===== src/rtl/vfcm_pkg.sv =====
// shared types, constants and codes of the voxel face culling mesher
package vfcm_pkg;

  localparam int CHUNK_DIM_DEF  = 32;
  localparam int ATLAS_COLS_DEF = 4;
  localparam int ATLAS_ROWS_DEF = 4;

  localparam int MODE_W   = 2;
  localparam int COORD_W  = 5;
  localparam int BLOCK_W  = 8;
  localparam int CORNER_W = 6;
  localparam int AXIS_W   = 2;
  localparam int TILE_W   = 2;
  localparam int BASE_W   = 20;

  localparam int NUM_FACES = 6;
  localparam int FACE_W    = 3;
  localparam int STEP_W    = 3;
  // center read plus one read per face
  localparam logic [STEP_W-1:0] LAST_STEP = STEP_W'(NUM_FACES);

  localparam logic [BASE_W-1:0] VERTS_PER_QUAD = BASE_W'(4);

  typedef enum logic [MODE_W-1:0] {
    MODE_WRITE = 2'd0,
    MODE_MESH  = 2'd1,
    MODE_NEW   = 2'd2,
    MODE_RSVD  = 2'd3
  } mode_e;

  typedef enum logic [AXIS_W-1:0] {
    AXIS_X = 2'd0,
    AXIS_Y = 2'd1,
    AXIS_Z = 2'd2
  } axis_e;

  typedef enum logic [2:0] {
    ST_IDLE,
    ST_ROW,
    ST_CELL,
    ST_WRITE,
    ST_READ,
    ST_DRAIN,
    ST_EMIT
  } state_e;

  typedef struct packed {
    logic [MODE_W-1:0]  mode;
    logic [COORD_W-1:0] voxel_x;
    logic [COORD_W-1:0] voxel_y;
    logic [COORD_W-1:0] voxel_z;
    logic [BLOCK_W-1:0] block_value;
  } in_item_t;

  typedef struct packed {
    logic [CORNER_W-1:0] corner_x;
    logic [CORNER_W-1:0] corner_y;
    logic [CORNER_W-1:0] corner_z;
    logic [AXIS_W-1:0]   face_axis;
    logic                positive_side;
    logic [TILE_W-1:0]   tile_col;
    logic [TILE_W-1:0]   tile_row;
    logic [BASE_W-1:0]   base_vertex;
    logic                last;
  } out_item_t;

  // quad as built by the sequencer, before the atlas lookup
  typedef struct packed {
    logic [CORNER_W-1:0] corner_x;
    logic [CORNER_W-1:0] corner_y;
    logic [CORNER_W-1:0] corner_z;
    logic [AXIS_W-1:0]   face_axis;
    logic                positive_side;
    logic [BASE_W-1:0]   base_vertex;
    logic                last;
  } quad_t;

  typedef struct packed {
    logic wr_en;
    logic rd_en;
  } mem_ctl_t;

endpackage


===== src/rtl/vfcm_ctrl.sv =====
// sequencer: address unit, neighbor reads, face visibility and quad emission
module vfcm_ctrl #(
  parameter int CHUNK_DIM = vfcm_pkg::CHUNK_DIM_DEF,
  localparam int AW       = $clog2(CHUNK_DIM*CHUNK_DIM*CHUNK_DIM)
) (
  input  logic                         clk_i,
  input  logic                         rst_ni,
  input  logic                         start_i,
  input  vfcm_pkg::in_item_t           item_i,
  output logic                         busy_o,
  output vfcm_pkg::mem_ctl_t           mem_ctl_o,
  output logic [AW-1:0]                mem_addr_o,
  output logic [vfcm_pkg::BLOCK_W-1:0] mem_wdata_o,
  input  logic [vfcm_pkg::BLOCK_W-1:0] mem_rdata_i,
  output vfcm_pkg::quad_t              quad_o,
  output logic                         quad_valid_o,
  output logic [vfcm_pkg::BLOCK_W-1:0] block_o
);

  localparam logic [AW-1:0] DIM_A   = AW'(CHUNK_DIM);
  localparam logic [AW-1:0] PLANE_A = AW'(CHUNK_DIM * CHUNK_DIM);
  localparam logic [AW-1:0] ONE_A   = AW'(1);
  localparam logic [vfcm_pkg::COORD_W+1:0] DIM_C = (vfcm_pkg::COORD_W+2)'(CHUNK_DIM);
  localparam logic [vfcm_pkg::COORD_W:0] EDGE_C = (vfcm_pkg::COORD_W+1)'(CHUNK_DIM - 1);

  vfcm_pkg::state_e state_q, state_d;
  vfcm_pkg::in_item_t cmd_q, cmd_d;

  logic [AW-1:0] row_q, row_d;
  logic [AW-1:0] cell_q, cell_d;
  logic [vfcm_pkg::STEP_W-1:0] step_q, step_d;
  logic rd_vld_q, rd_vld_d;
  logic [vfcm_pkg::STEP_W-1:0] rd_step_q, rd_step_d;
  logic rd_out_q, rd_out_d;
  logic [vfcm_pkg::NUM_FACES-1:0] vis_q, vis_d;
  logic [vfcm_pkg::BLOCK_W-1:0] center_q, center_d;
  logic [vfcm_pkg::BASE_W-1:0] cnt_q, cnt_d;
  vfcm_pkg::quad_t quad_q, quad_d;
  logic quad_vld_q, quad_vld_d;

  logic accept;
  logic in_range;

  // shared multiply-add unit: a * CHUNK_DIM + b
  logic [AW-1:0] mac_a, mac_b, mac_y;

  // issue side face decode
  logic [vfcm_pkg::FACE_W-1:0] iss_face;
  logic [vfcm_pkg::AXIS_W-1:0] iss_axis;
  logic [vfcm_pkg::COORD_W-1:0] iss_coord;
  logic [AW-1:0] iss_ofs;
  logic iss_out;
  logic [AW-1:0] iss_addr;

  // emit side face pick
  logic [vfcm_pkg::NUM_FACES-1:0] low_bit, rem_vis;
  logic [vfcm_pkg::FACE_W-1:0] emit_face;
  logic [vfcm_pkg::AXIS_W-1:0] emit_axis;
  logic emit_side;

  assign busy_o   = (state_q != vfcm_pkg::ST_IDLE);
  assign accept   = start_i && !busy_o;
  assign in_range = ({2'b00, item_i.voxel_x} < DIM_C) &&
                    ({2'b00, item_i.voxel_y} < DIM_C) &&
                    ({2'b00, item_i.voxel_z} < DIM_C);

  assign mac_y = mac_a * DIM_A + mac_b;

  always_comb begin
    if (state_q == vfcm_pkg::ST_ROW) begin
      mac_a = AW'(cmd_q.voxel_x);
      mac_b = AW'(cmd_q.voxel_y);
    end else begin
      mac_a = row_q;
      mac_b = AW'(cmd_q.voxel_z);
    end
  end

  // neighbor of the face being read: step 0 is the voxel itself
  always_comb begin
    iss_face = vfcm_pkg::FACE_W'(step_q - vfcm_pkg::STEP_W'(1));
    iss_axis = iss_face[2:1];
    unique case (iss_axis)
      vfcm_pkg::AXIS_X: begin
        iss_coord = cmd_q.voxel_x;
        iss_ofs   = PLANE_A;
      end
      vfcm_pkg::AXIS_Y: begin
        iss_coord = cmd_q.voxel_y;
        iss_ofs   = DIM_A;
      end
      default: begin
        iss_coord = cmd_q.voxel_z;
        iss_ofs   = ONE_A;
      end
    endcase
    if (step_q == '0) begin
      iss_out  = 1'b0;
      iss_addr = cell_q;
    end else if (iss_face[0]) begin
      iss_out  = ({1'b0, iss_coord} == EDGE_C);
      iss_addr = cell_q + iss_ofs;
    end else begin
      iss_out  = (iss_coord == '0);
      iss_addr = cell_q - iss_ofs;
    end
  end

  // lowest pending face goes first, which is axis order, negative side first
  always_comb begin
    low_bit   = vis_q & (~vis_q + vfcm_pkg::NUM_FACES'(1));
    rem_vis   = vis_q & ~low_bit;
    emit_face = '0;
    for (int i = 0; i < vfcm_pkg::NUM_FACES; i++) begin
      if (low_bit[i]) begin
        emit_face = vfcm_pkg::FACE_W'(i);
      end
    end
    emit_axis = emit_face[2:1];
    emit_side = emit_face[0];
  end

  // next state
  always_comb begin
    state_d = state_q;
    unique case (state_q)
      vfcm_pkg::ST_IDLE: begin
        if (accept && in_range && (item_i.mode == vfcm_pkg::MODE_WRITE ||
                                   item_i.mode == vfcm_pkg::MODE_MESH)) begin
          state_d = vfcm_pkg::ST_ROW;
        end
      end
      vfcm_pkg::ST_ROW: state_d = vfcm_pkg::ST_CELL;
      vfcm_pkg::ST_CELL: begin
        state_d = (cmd_q.mode == vfcm_pkg::MODE_WRITE) ? vfcm_pkg::ST_WRITE
                                                       : vfcm_pkg::ST_READ;
      end
      vfcm_pkg::ST_WRITE: state_d = vfcm_pkg::ST_IDLE;
      vfcm_pkg::ST_READ: begin
        if (step_q == vfcm_pkg::LAST_STEP) begin
          state_d = vfcm_pkg::ST_DRAIN;
        end
      end
      vfcm_pkg::ST_DRAIN: begin
        state_d = (center_q != '0 && vis_d != '0) ? vfcm_pkg::ST_EMIT : vfcm_pkg::ST_IDLE;
      end
      vfcm_pkg::ST_EMIT: begin
        if (rem_vis == '0) begin
          state_d = vfcm_pkg::ST_IDLE;
        end
      end
      default: state_d = vfcm_pkg::ST_IDLE;
    endcase
  end

  // datapath and outputs
  always_comb begin
    cmd_d       = cmd_q;
    row_d       = row_q;
    cell_d      = cell_q;
    step_d      = step_q;
    rd_vld_d    = 1'b0;
    rd_step_d   = step_q;
    rd_out_d    = iss_out;
    vis_d       = vis_q;
    center_d    = center_q;
    cnt_d       = cnt_q;
    quad_d      = quad_q;
    quad_vld_d  = 1'b0;
    mem_ctl_o   = '0;
    mem_addr_o  = cell_q;
    mem_wdata_o = cmd_q.block_value;

    // read data lands in the cycle after its address
    if (rd_vld_q) begin
      if (rd_step_q == '0) begin
        center_d = mem_rdata_i;
      end else begin
        vis_d[vfcm_pkg::FACE_W'(rd_step_q - vfcm_pkg::STEP_W'(1))] =
          rd_out_q || (mem_rdata_i == '0);
      end
    end

    unique case (state_q)
      vfcm_pkg::ST_IDLE: begin
        if (accept) begin
          cmd_d = item_i;
          if (item_i.mode == vfcm_pkg::MODE_NEW) begin
            cnt_d = '0;
          end
        end
      end
      vfcm_pkg::ST_ROW: row_d = mac_y;
      vfcm_pkg::ST_CELL: begin
        cell_d = mac_y;
        step_d = '0;
      end
      vfcm_pkg::ST_WRITE: mem_ctl_o.wr_en = 1'b1;
      vfcm_pkg::ST_READ: begin
        mem_addr_o      = iss_addr;
        mem_ctl_o.rd_en = !iss_out;
        rd_vld_d        = 1'b1;
        step_d          = step_q + vfcm_pkg::STEP_W'(1);
      end
      vfcm_pkg::ST_DRAIN: ;
      vfcm_pkg::ST_EMIT: begin
        quad_vld_d           = 1'b1;
        quad_d.corner_x      = vfcm_pkg::CORNER_W'(cmd_q.voxel_x) +
          vfcm_pkg::CORNER_W'(emit_side && emit_axis == vfcm_pkg::AXIS_X);
        quad_d.corner_y      = vfcm_pkg::CORNER_W'(cmd_q.voxel_y) +
          vfcm_pkg::CORNER_W'(emit_side && emit_axis == vfcm_pkg::AXIS_Y);
        quad_d.corner_z      = vfcm_pkg::CORNER_W'(cmd_q.voxel_z) +
          vfcm_pkg::CORNER_W'(emit_side && emit_axis == vfcm_pkg::AXIS_Z);
        quad_d.face_axis     = emit_axis;
        quad_d.positive_side = emit_side;
        quad_d.base_vertex   = cnt_q;
        quad_d.last          = (rem_vis == '0);
        cnt_d                = cnt_q + vfcm_pkg::VERTS_PER_QUAD;
        vis_d                = rem_vis;
      end
      default: ;
    endcase
  end

  always_ff @(posedge clk_i or negedge rst_ni) begin
    if (!rst_ni) begin
      state_q    <= vfcm_pkg::ST_IDLE;
      step_q     <= '0;
      rd_vld_q   <= 1'b0;
      cnt_q      <= '0;
      quad_vld_q <= 1'b0;
    end else begin
      state_q    <= state_d;
      step_q     <= step_d;
      rd_vld_q   <= rd_vld_d;
      cnt_q      <= cnt_d;
      quad_vld_q <= quad_vld_d;
    end
  end

  always_ff @(posedge clk_i) begin
    cmd_q     <= cmd_d;
    row_q     <= row_d;
    cell_q    <= cell_d;
    rd_step_q <= rd_step_d;
    rd_out_q  <= rd_out_d;
    vis_q     <= vis_d;
    center_q  <= center_d;
    quad_q    <= quad_d;
  end

  assign quad_o       = quad_q;
  assign quad_valid_o = quad_vld_q;
  assign block_o      = center_q;

endmodule


===== config.mk =====
export PLATFORM = sky130hd
export DESIGN_NAME = vfcm_ctrl
export DESIGN_NICKNAME = d
export VERILOG_FILES = /design/src/rtl/vfcm_pkg.sv /design/src/rtl/vfcm_ctrl.sv
export SDC_FILE = /design/constraint.sdc
export NUM_CORES = 1
export LEC_CHECK = 0
export ABC_AREA = 1
export BUFFER_PORTS_ARGS = -buffer_cell sky130_fd_sc_hd__buf_2
export CORE_AREA = 2 2 167 137
export DETAILED_ROUTE_END_ITERATION = 6
export DIE_AREA = 0 0 169 139
export PLACE_DENSITY_LB_ADDON = 0.15
export SLEW_MARGIN = 5
export SYNTH_ARGS = -nofsm -noshare
export SYNTH_HDL_FRONTEND = slang
export SYNTH_SLANG_ARGS = --single-unit

===== constraint.sdc =====
create_clock -name clk_i -period 8.6 [get_ports clk_i]
set_input_delay 0.43 -clock clk_i [delete_from_list [all_inputs] [get_ports clk_i]]
set_output_delay 0.43 -clock clk_i [all_outputs]
set_load 0.02 [all_outputs]

==> key figures, run 1 <==
Clocking
  – Clk slew on worst S/H paths: around 0.06 ns
  – Worst-Skew Late Latency: 0.42 ns
  – CTS tree: built
  – Setup bufs post-CTS: 0
  – Clock tree buffer depth: 2
  – CTS Sinks: 134
  – Post_cts resized: 0
  – CTS root buf: clkbuf_16
  – Hold_buf cts: 0
  – H-tree levels: 4
  – Num CTS Buffers: 17

Synth
  – Cell variety after synth: 45
  – FF+latch count, synth: 134
  – Post-synth top flop: edfxtp_1
  – Biggest area consumer among synthesized cells: edfxtp_1
  – Mapped Area: about 6700 sq um
  – YS warnings: 0
  – Synth Instances: 698
  – Synth top area share: approximately 44%
  – Post-synth EDFFs: 98
  – Top post-synthesis cells by area: edfxtp_1, dfrtp_1, nand2_1
  – Avg Cell Area, Syn: 9.55 sq um
  – Post-synthesis sequential area ratio: 56.9%
  – Asr flop ratio synth: 19.4%

Floorplan
  – FP Rows: 49
  – Die Height: 139 microns
  – DIE AREA: approximately 23000 sq um
  – Core area: 21900 sq um
  – IO Count: 113
  – Die extent in x: around 170 microns
  – Starting density of the core: 30.4%

Timing
  – Final hold slack: 0.0431 ns
  – Final setup viols: 0
  – Post-route minimum period: 4.43 ns
  – Fin. Hold Viols: 0
  – Clock skew: 0.00948 ns
  – Worst Setup Slack, final: 4.17 ns
  – Fmax achieved: 226 MHz
  – Worst-Margin Slew: 0.790 ns
  – Slew Viols, Final: 0
  – Final Cycle Share: 51.5%
  – Relative slew slack: 47.2%
  – Setup TNS: 0 ns
  – RSZ-0062 raised after global routing: no

Setup path
  – Reg2Reg Setup Slack: between 5 and 6 ns
  – CP Cell Sequence: inv_1 > ha_1 > inv_1 > nand2_4 > nand2_1 > nand2_2 > nand2_1 > inv_1 > ha_1 > a21oi_1 > o21ai_0 > inv_1 > nor2_1 > nor3_1 > nand3_1 > nand3_1 > nand2_1 > nand2_1 > buf_2
  – Crit path kind: flip-flop to output port
  – Reg-to-reg endpoint: cnt_q[8]
  – Worst R2R Start: state_q[0]
  – Delay-heaviest family, CP: simple AND/OR/NAND/NOR gates
  – FF-to-FF path depth: 7
  – Crit path buf inv count: 5
  – CP max stage delay: 0.64 ns
  – Crit Path Max Fanout: 14
  – Slowest cell on crit path: dfrtp_1
  – Critical path launch point: rd_step_d[0]
  – Critical path depth: 19
  – Crit path launch type: flip-flop
  – CP arrival: ~4 ns
  – Worst EP required: 8.17 ns
  – CP Capture Type: output port

Final layout
  – Design area: 8070 sq um
  – Layout area overhead: 21.0%
  – Layout Nets: between 800 and 900
  – Ratio of cells with drive above 1 in the final layout: 22.0%
  – Non-Filler Instances: ~1100

Global routing
  – Routing usage on met1: about a fifth
  – Gr busiest metal: met2
  – Vias in the first global route: ~5000
  – Grt total ovfl: 0
  – GR Util met2: 21.1%
  – GRT Total Usage: 14.5%
  – Pin count of the biggest net entering global routing: 42
  – First-pass GRT wire length: 26200 microns
  – Initial antenna violation count: 3
  – Grt met3 use: 4.77%

Place
  – PortBufs: 110
  – Placer Congestion: 0.871
  – Post-DP HPWL: around 12000 microns
  – Post-DP Area: 7500 sq um
  – Cells after DPL: 1076
  – Dpl ws: between 4 and 5 ns

Detailed routing
  – Via count: 5107
  – Remaining DRCs: 0
  – Initial DRC Count: 428
  – Number of vias per cell: 4.61
  – WL/cell: 15.0 microns
  – TritonRoute pass-1 iters: 5
  – Final wirelength: 16600 microns
  – Remaining antenna violation count: 0

Pwr
  – Register share of total power: between 30% and 40%
  – Peak VDD IR: between 0.0001 and 0.00015 V
  – Net Sw Power: 0.00110 W
  – Sw Ratio: between 40% and 50%
  – Int Power: 0.00165 W
  – Power share of the clock group: 25.5%
  – Pleak: roughly 3.5 nW
  – Logic gate share of total power: 38.3%
  – P per Cell Area: 341 nW/um^2

Outcome
  – Outcome: finished clean

Flow run
  – Maxcap violations: 0

Min path
  – Worst hold path type: input pin to asynchronous set/reset pin
[how the worst max path moves through the flow]
stage and to:
6_report mem_addr_o[14], 5_1_grt mem_addr_o[14], 4_1_cts mem_addr_o[14], 3_5_place_dp mem_addr_o[14], 3_3_place_gp mem_addr_o[14], 2_1_floorplan mem_addr_o[14]
[metal layers]
layer,part of all wire (%),vias up
li1,-,2591
met1,51,2381
met2,42,111
met3,5.8,20
met4,1.1,4
met5,0.16,-
[logic make-up after synthesis]
logic type / synth area share [%]
AND/OR/NAND/NOR: 21.9
flip-flops: 56.9
buffers and inverters: 6.65
AO/OA/AOI/OAI: 7.44
adder cells (fa/ha/maj): 4.51
XOR/XNOR: 2.50
other: 0.0563
[metrics by stage]
step                power, W  util (%)
floorplan            0.00175         -
global placement     0.00206      34.2
detailed placement   0.00206      34.2
CTS                  0.00278      36.7
global route         0.00295      36.7
finish               0.00275      36.7
[power groups by stage]
stage	clock network [W]	registers [W]	logic, W
CTS	0.000722	0.000998	0.00106
finish	0.000700	0.000996	0.00105
global route	0.000747	0.00101	0.00119
detailed placement	0	0.00101	0.00105
floorplan	0	0.000990	0.000763
global placement	0	0.00101	0.00105
[cell usage after synthesis (2+ instances only)]
cell type and n:
inv_1 79, xor2_1 17, o221ai_1 2, nand4_1 13
clkbuf_1 2, or2_2 7, buf_4 12, nand2_2 10
inv_2 8, nand2_1 151, a21oi_1 24, nand3_1 51
dfrtp_1 26, xnor2_1 2, edfxtp_1 98, and2_1 3
ha_1 24, o21ai_1 6, nor3_1 22, o21ai_0 39
o21a_1 2, dfxtp_1 10, buf_2 3, nor2_2 6
nor4_1 2, o22ai_1 6, nor2_1 55
[final cells by class]
type / count / area, sq um
Clock buffer: 19 / 433
Inverter: 88 / 330
Antenna cell: 1 / 2.50
Clock inverter: 13 / 131
Tap cell: 280 / 350
Timing Repair Buffer: 114 / 581
Fill cell: 2247 / 13900
Multi-Input combinational cell: 460 / 2440
Sequential cell: 134 / 3790
[state kept, by name (all words and copies together) (netlist names)]
name / count
block_o: 8
cell_q: 15
cmd_q: 17
cnt_q: 18
mem_wdata_o: 8
quad_o: 40
quad_valid_o: 1
rd_out_q: 1
rd_step_d: 3
rd_step_q: 3
rd_vld_q: 1
row_q: 10
state_q: 3
vis_q: 6
[worst reg2reg max path: stages, from the launching register on]
cell and delay, ns:
dfrtp_1 0.41, inv_1 0.11, nand3_1 0.57, a21oi_2 0.77, nand3_1 0.23, nor3_1 0.26, o21ai_0 0.11, a21oi_1 0.13
[placed cells by master (no fill, tap or decap), types with 20 or more instances in the layout]
cell,instances
o21ai_0,39
buf_2,110
dfrtp_1,26
nand3_1,51
nand2_1,151
edfxtp_1,98
ha_1,24
nor2_1,54
a21oi_1,24
inv_1,79
nor3_1,20
No activity file was read; power rests on OpenSTA's default activity.
==> inputs of run 2 (changes only) <==
==> constraint.sdc (replaced) <==
create_clock -name clk_i -period 4.4 [get_ports clk_i]
set_input_delay 0.22 -clock clk_i [delete_from_list [all_inputs] [get_ports clk_i]]
set_output_delay 0.22 -clock clk_i [all_outputs]
set_load 0.02 [all_outputs]
==> key figures, run 2 (synthesis gave the netlist of run 1 again) <==
Outcome
  – Outcome: finished clean

Timing
  – Relative slew slack: 54.3% (+7.2 points)
  – Final setup viols: 0 (unchanged)
  – RSZ-0062 raised after global routing: no
  – Worst Setup Slack, final: 0.620 ns (-3.55 ns)
  – Final hold slack: 0.0130 ns (-0.0300 ns)
  – Worst-Margin Slew: 0.685 ns (-0.105 ns)
  – Post-route minimum period: 3.78 ns
  – Fmax achieved: 265 MHz
  – Slew Viols, Final: 0 (unchanged)
  – Setup TNS: 0 ns (unchanged)
  – Clock skew: 0.00951 ns (+0.0000306 ns)
  – Final Cycle Share: 85.9%
  – Fin. Hold Viols: 0 (unchanged)

Place
  – PortBufs: 110 (unchanged)
  – Post-DP HPWL: 12200 microns (-1.2%)
  – Dpl ws: 1.07 ns (-3.56 ns)
  – Placer Congestion: 0.840 (-3.6%)

Floorplan
  – DIE AREA: 23500 sq um (unchanged)
  – Die Height: 139 microns (unchanged)
  – IO Count: 113 (unchanged)
  – Die extent in x: 169 microns (unchanged)
  – FP Rows: 49 (unchanged)
  – Core area: 21900 sq um (unchanged)
  – Starting density of the core: 30.4% (unchanged)

Global routing
  – Initial antenna violation count: 0 (-3)
  – GRT Total Usage: 14.5% (+0.052 points)
  – First-pass GRT wire length: 26400 microns (+0.55%)
  – Pin count of the biggest net entering global routing: 42 (unchanged)
  – Grt total ovfl: 0 (unchanged)
  – Vias in the first global route: 4948 (+1.4%)

Pwr
  – Net Sw Power: 0.00217 W (+97%)
  – P per Cell Area: 647 nW/um^2 (+90%)
  – Power share of the clock group: 26.6% (+1.1 points)
  – Peak VDD IR: 0.000269 V (+88%)
  – Sw Ratio: 39.7% (-0.40 points)
  – Register share of total power: 35.3% (-1.0 points)
  – Logic gate share of total power: 38.1% (-0.2 points)
  – Tot Pwr: 0.00546 W (+99%)
  – Int Power: 0.00329 W (+100%)
  – Pleak: 3.71 nW (+4.8%)

Clocking
  – Clock tree buffer depth: 2 (unchanged)
  – CTS tree: built
  – H-tree levels: 4 (unchanged)
  – CTS root buf: clkbuf_16
  – Worst-Skew Late Latency: 0.42 ns (about the same)
  – CTS Sinks: 134 (unchanged)
  – Clk slew on worst S/H paths: 0.06 ns (about the same)
  – Num CTS Buffers: 17 (unchanged)

Detailed routing
  – Initial DRC Count: 347 (-19%)
  – Final wirelength: 16600 microns (-0.41%)
  – Remaining DRCs: 0 (unchanged)
  – WL/cell: 14.5 microns (-3.3%)
  – Number of vias per cell: 4.54 (-1.5%)
  – Remaining antenna violation count: 0 (unchanged)
  – Via count: 5179 (+1.4%)
  – TritonRoute pass-1 iters: 4 (-1)

Flow run
  – Maxcap violations: 0 (unchanged)

Setup path
  – Crit path kind: flip-flop to output port
  – Crit path launch type: flip-flop
  – Critical path launch point: rd_step_d[0]
  – CP Capture Type: output port
  – Reg2Reg Setup Slack: 2.22 ns (-3.73 ns)
  – Crit Path Max Fanout: 8 (-6)
  – Worst R2R Start: state_q[0]
  – FF-to-FF path depth: 9 (+2)
  – Reg-to-reg endpoint: cnt_q[8]
  – Worst EP required: 4.18 ns (-3.99 ns)
  – Critical Path Sink: mem_addr_o[14]
  – CP arrival: 3.56 ns (-0.44 ns)

Min path
  – Worst hold path type: input pin to flip-flop

Final layout
  – Max FFs per register: 40 (unchanged)
  – Layout Nets: 909 (+3.9%)
  – # diodes: 0 (-1)
  – Commonest non-fill, non-tap cells in the layout: nand2_1, buf_2, edfxtp_1
  – Commonest non-fill, non-tap cell in the layout: nand2_1
  – Ratio of cells with drive above 1 in the final layout: 21.8% (-0.17 points)
  – Layout area overhead: 26.7%
-- run 2: layer usage --
layer	up-vias	share of wire, %	track usage [%]	wire length (microns)
met5	-	0	0	0
met4	0	0.80	3.37	133
met3	9	5.0	3.97	828
met2	106	43	21.3	7140
met1	2410	51	21.4	8470
li1	2654	-	-	-
-- run 2: area by class of cell --
| type | instances | area (sq um) |
|---|---|---|
| fill | 2241 | 13500 |
| timing repair buffer | 148 | 916 |
| sequential | 134 | 3790 |
| clock inverter | 11 | 105 |
| clock buffer | 21 | 504 |
| tap | 280 | 350 |
| inverter | 88 | 330 |
| multi-input combinational | 460 | 2440 |
-- run 2: critical path, stage by stage, from the launching register on --
cell and delay, ns:
dfrtp_1 0.37, inv_1 0.21, ha_1 0.25, inv_1 0.10
nand2_4 0.10, nand2_1 0.15, nand2_2 0.17, nand2_1 0.07
inv_1 0.14, ha_1 0.30, a21oi_1 0.31, o21ai_0 0.12
inv_1 0.09, nor2_1 0.04, nor3_1 0.19, nand2_1 0.08
nand2_1 0.08, nand3_1 0.07, nand2_1 0.08, nand2_1 0.07
buf_2 0.16
-- run 2: power groups by stage --
| stage | clock [W] | sequential [W] | combinational [W] |
|---|---|---|---|
| global placement | 0 | 0.00196 | 0.00207 |
| CTS | 0.00149 | 0.00193 | 0.00209 |
| finish | 0.00145 | 0.00193 | 0.00208 |
| global route | 0.00155 | 0.00197 | 0.00236 |
| floorplan | 0 | 0.00193 | 0.00149 |
| detailed placement | 0 | 0.00196 | 0.00206 |
-- run 2: what timing repair did --
action	4_1_cts	5_1_grt
setup buffers	0	0
hold buffers	32	0
gates resized for setup	0	0
hold endpoints to repair	57	0
-- run 2: worst min-delay path by stage --
stage | from | to | slack [ns] | cells past startpoint
floorplan | rst_ni | cnt_q[10] | -0.08 | 0
global placement | rst_ni | rd_vld_q | 0.31 | 1
detailed placement | rst_ni | rd_vld_q | 0.31 | 1
CTS | item_i[23] | cmd_q[23] | 0.002 | 1
global route | item_i[23] | cmd_q[23] | 0.005 | 1
finish | item_i[23] | cmd_q[23] | 0.01 | 1
-- run 2: through the flow --
| stage | cell area (sq um) | util (%) | cells |
|---|---|---|---|
| after floorplan | 6670 | - | 699 |
| final | 8440 | 38.5 | 1142 |
| after detailed placement | 7510 | 34.2 | 1078 |
| after global placement | 7510 | 34.2 | 1078 |
| after global routing | 8440 | 38.5 | 1142 |
| after CTS | 8440 | 38.5 | 1142 |
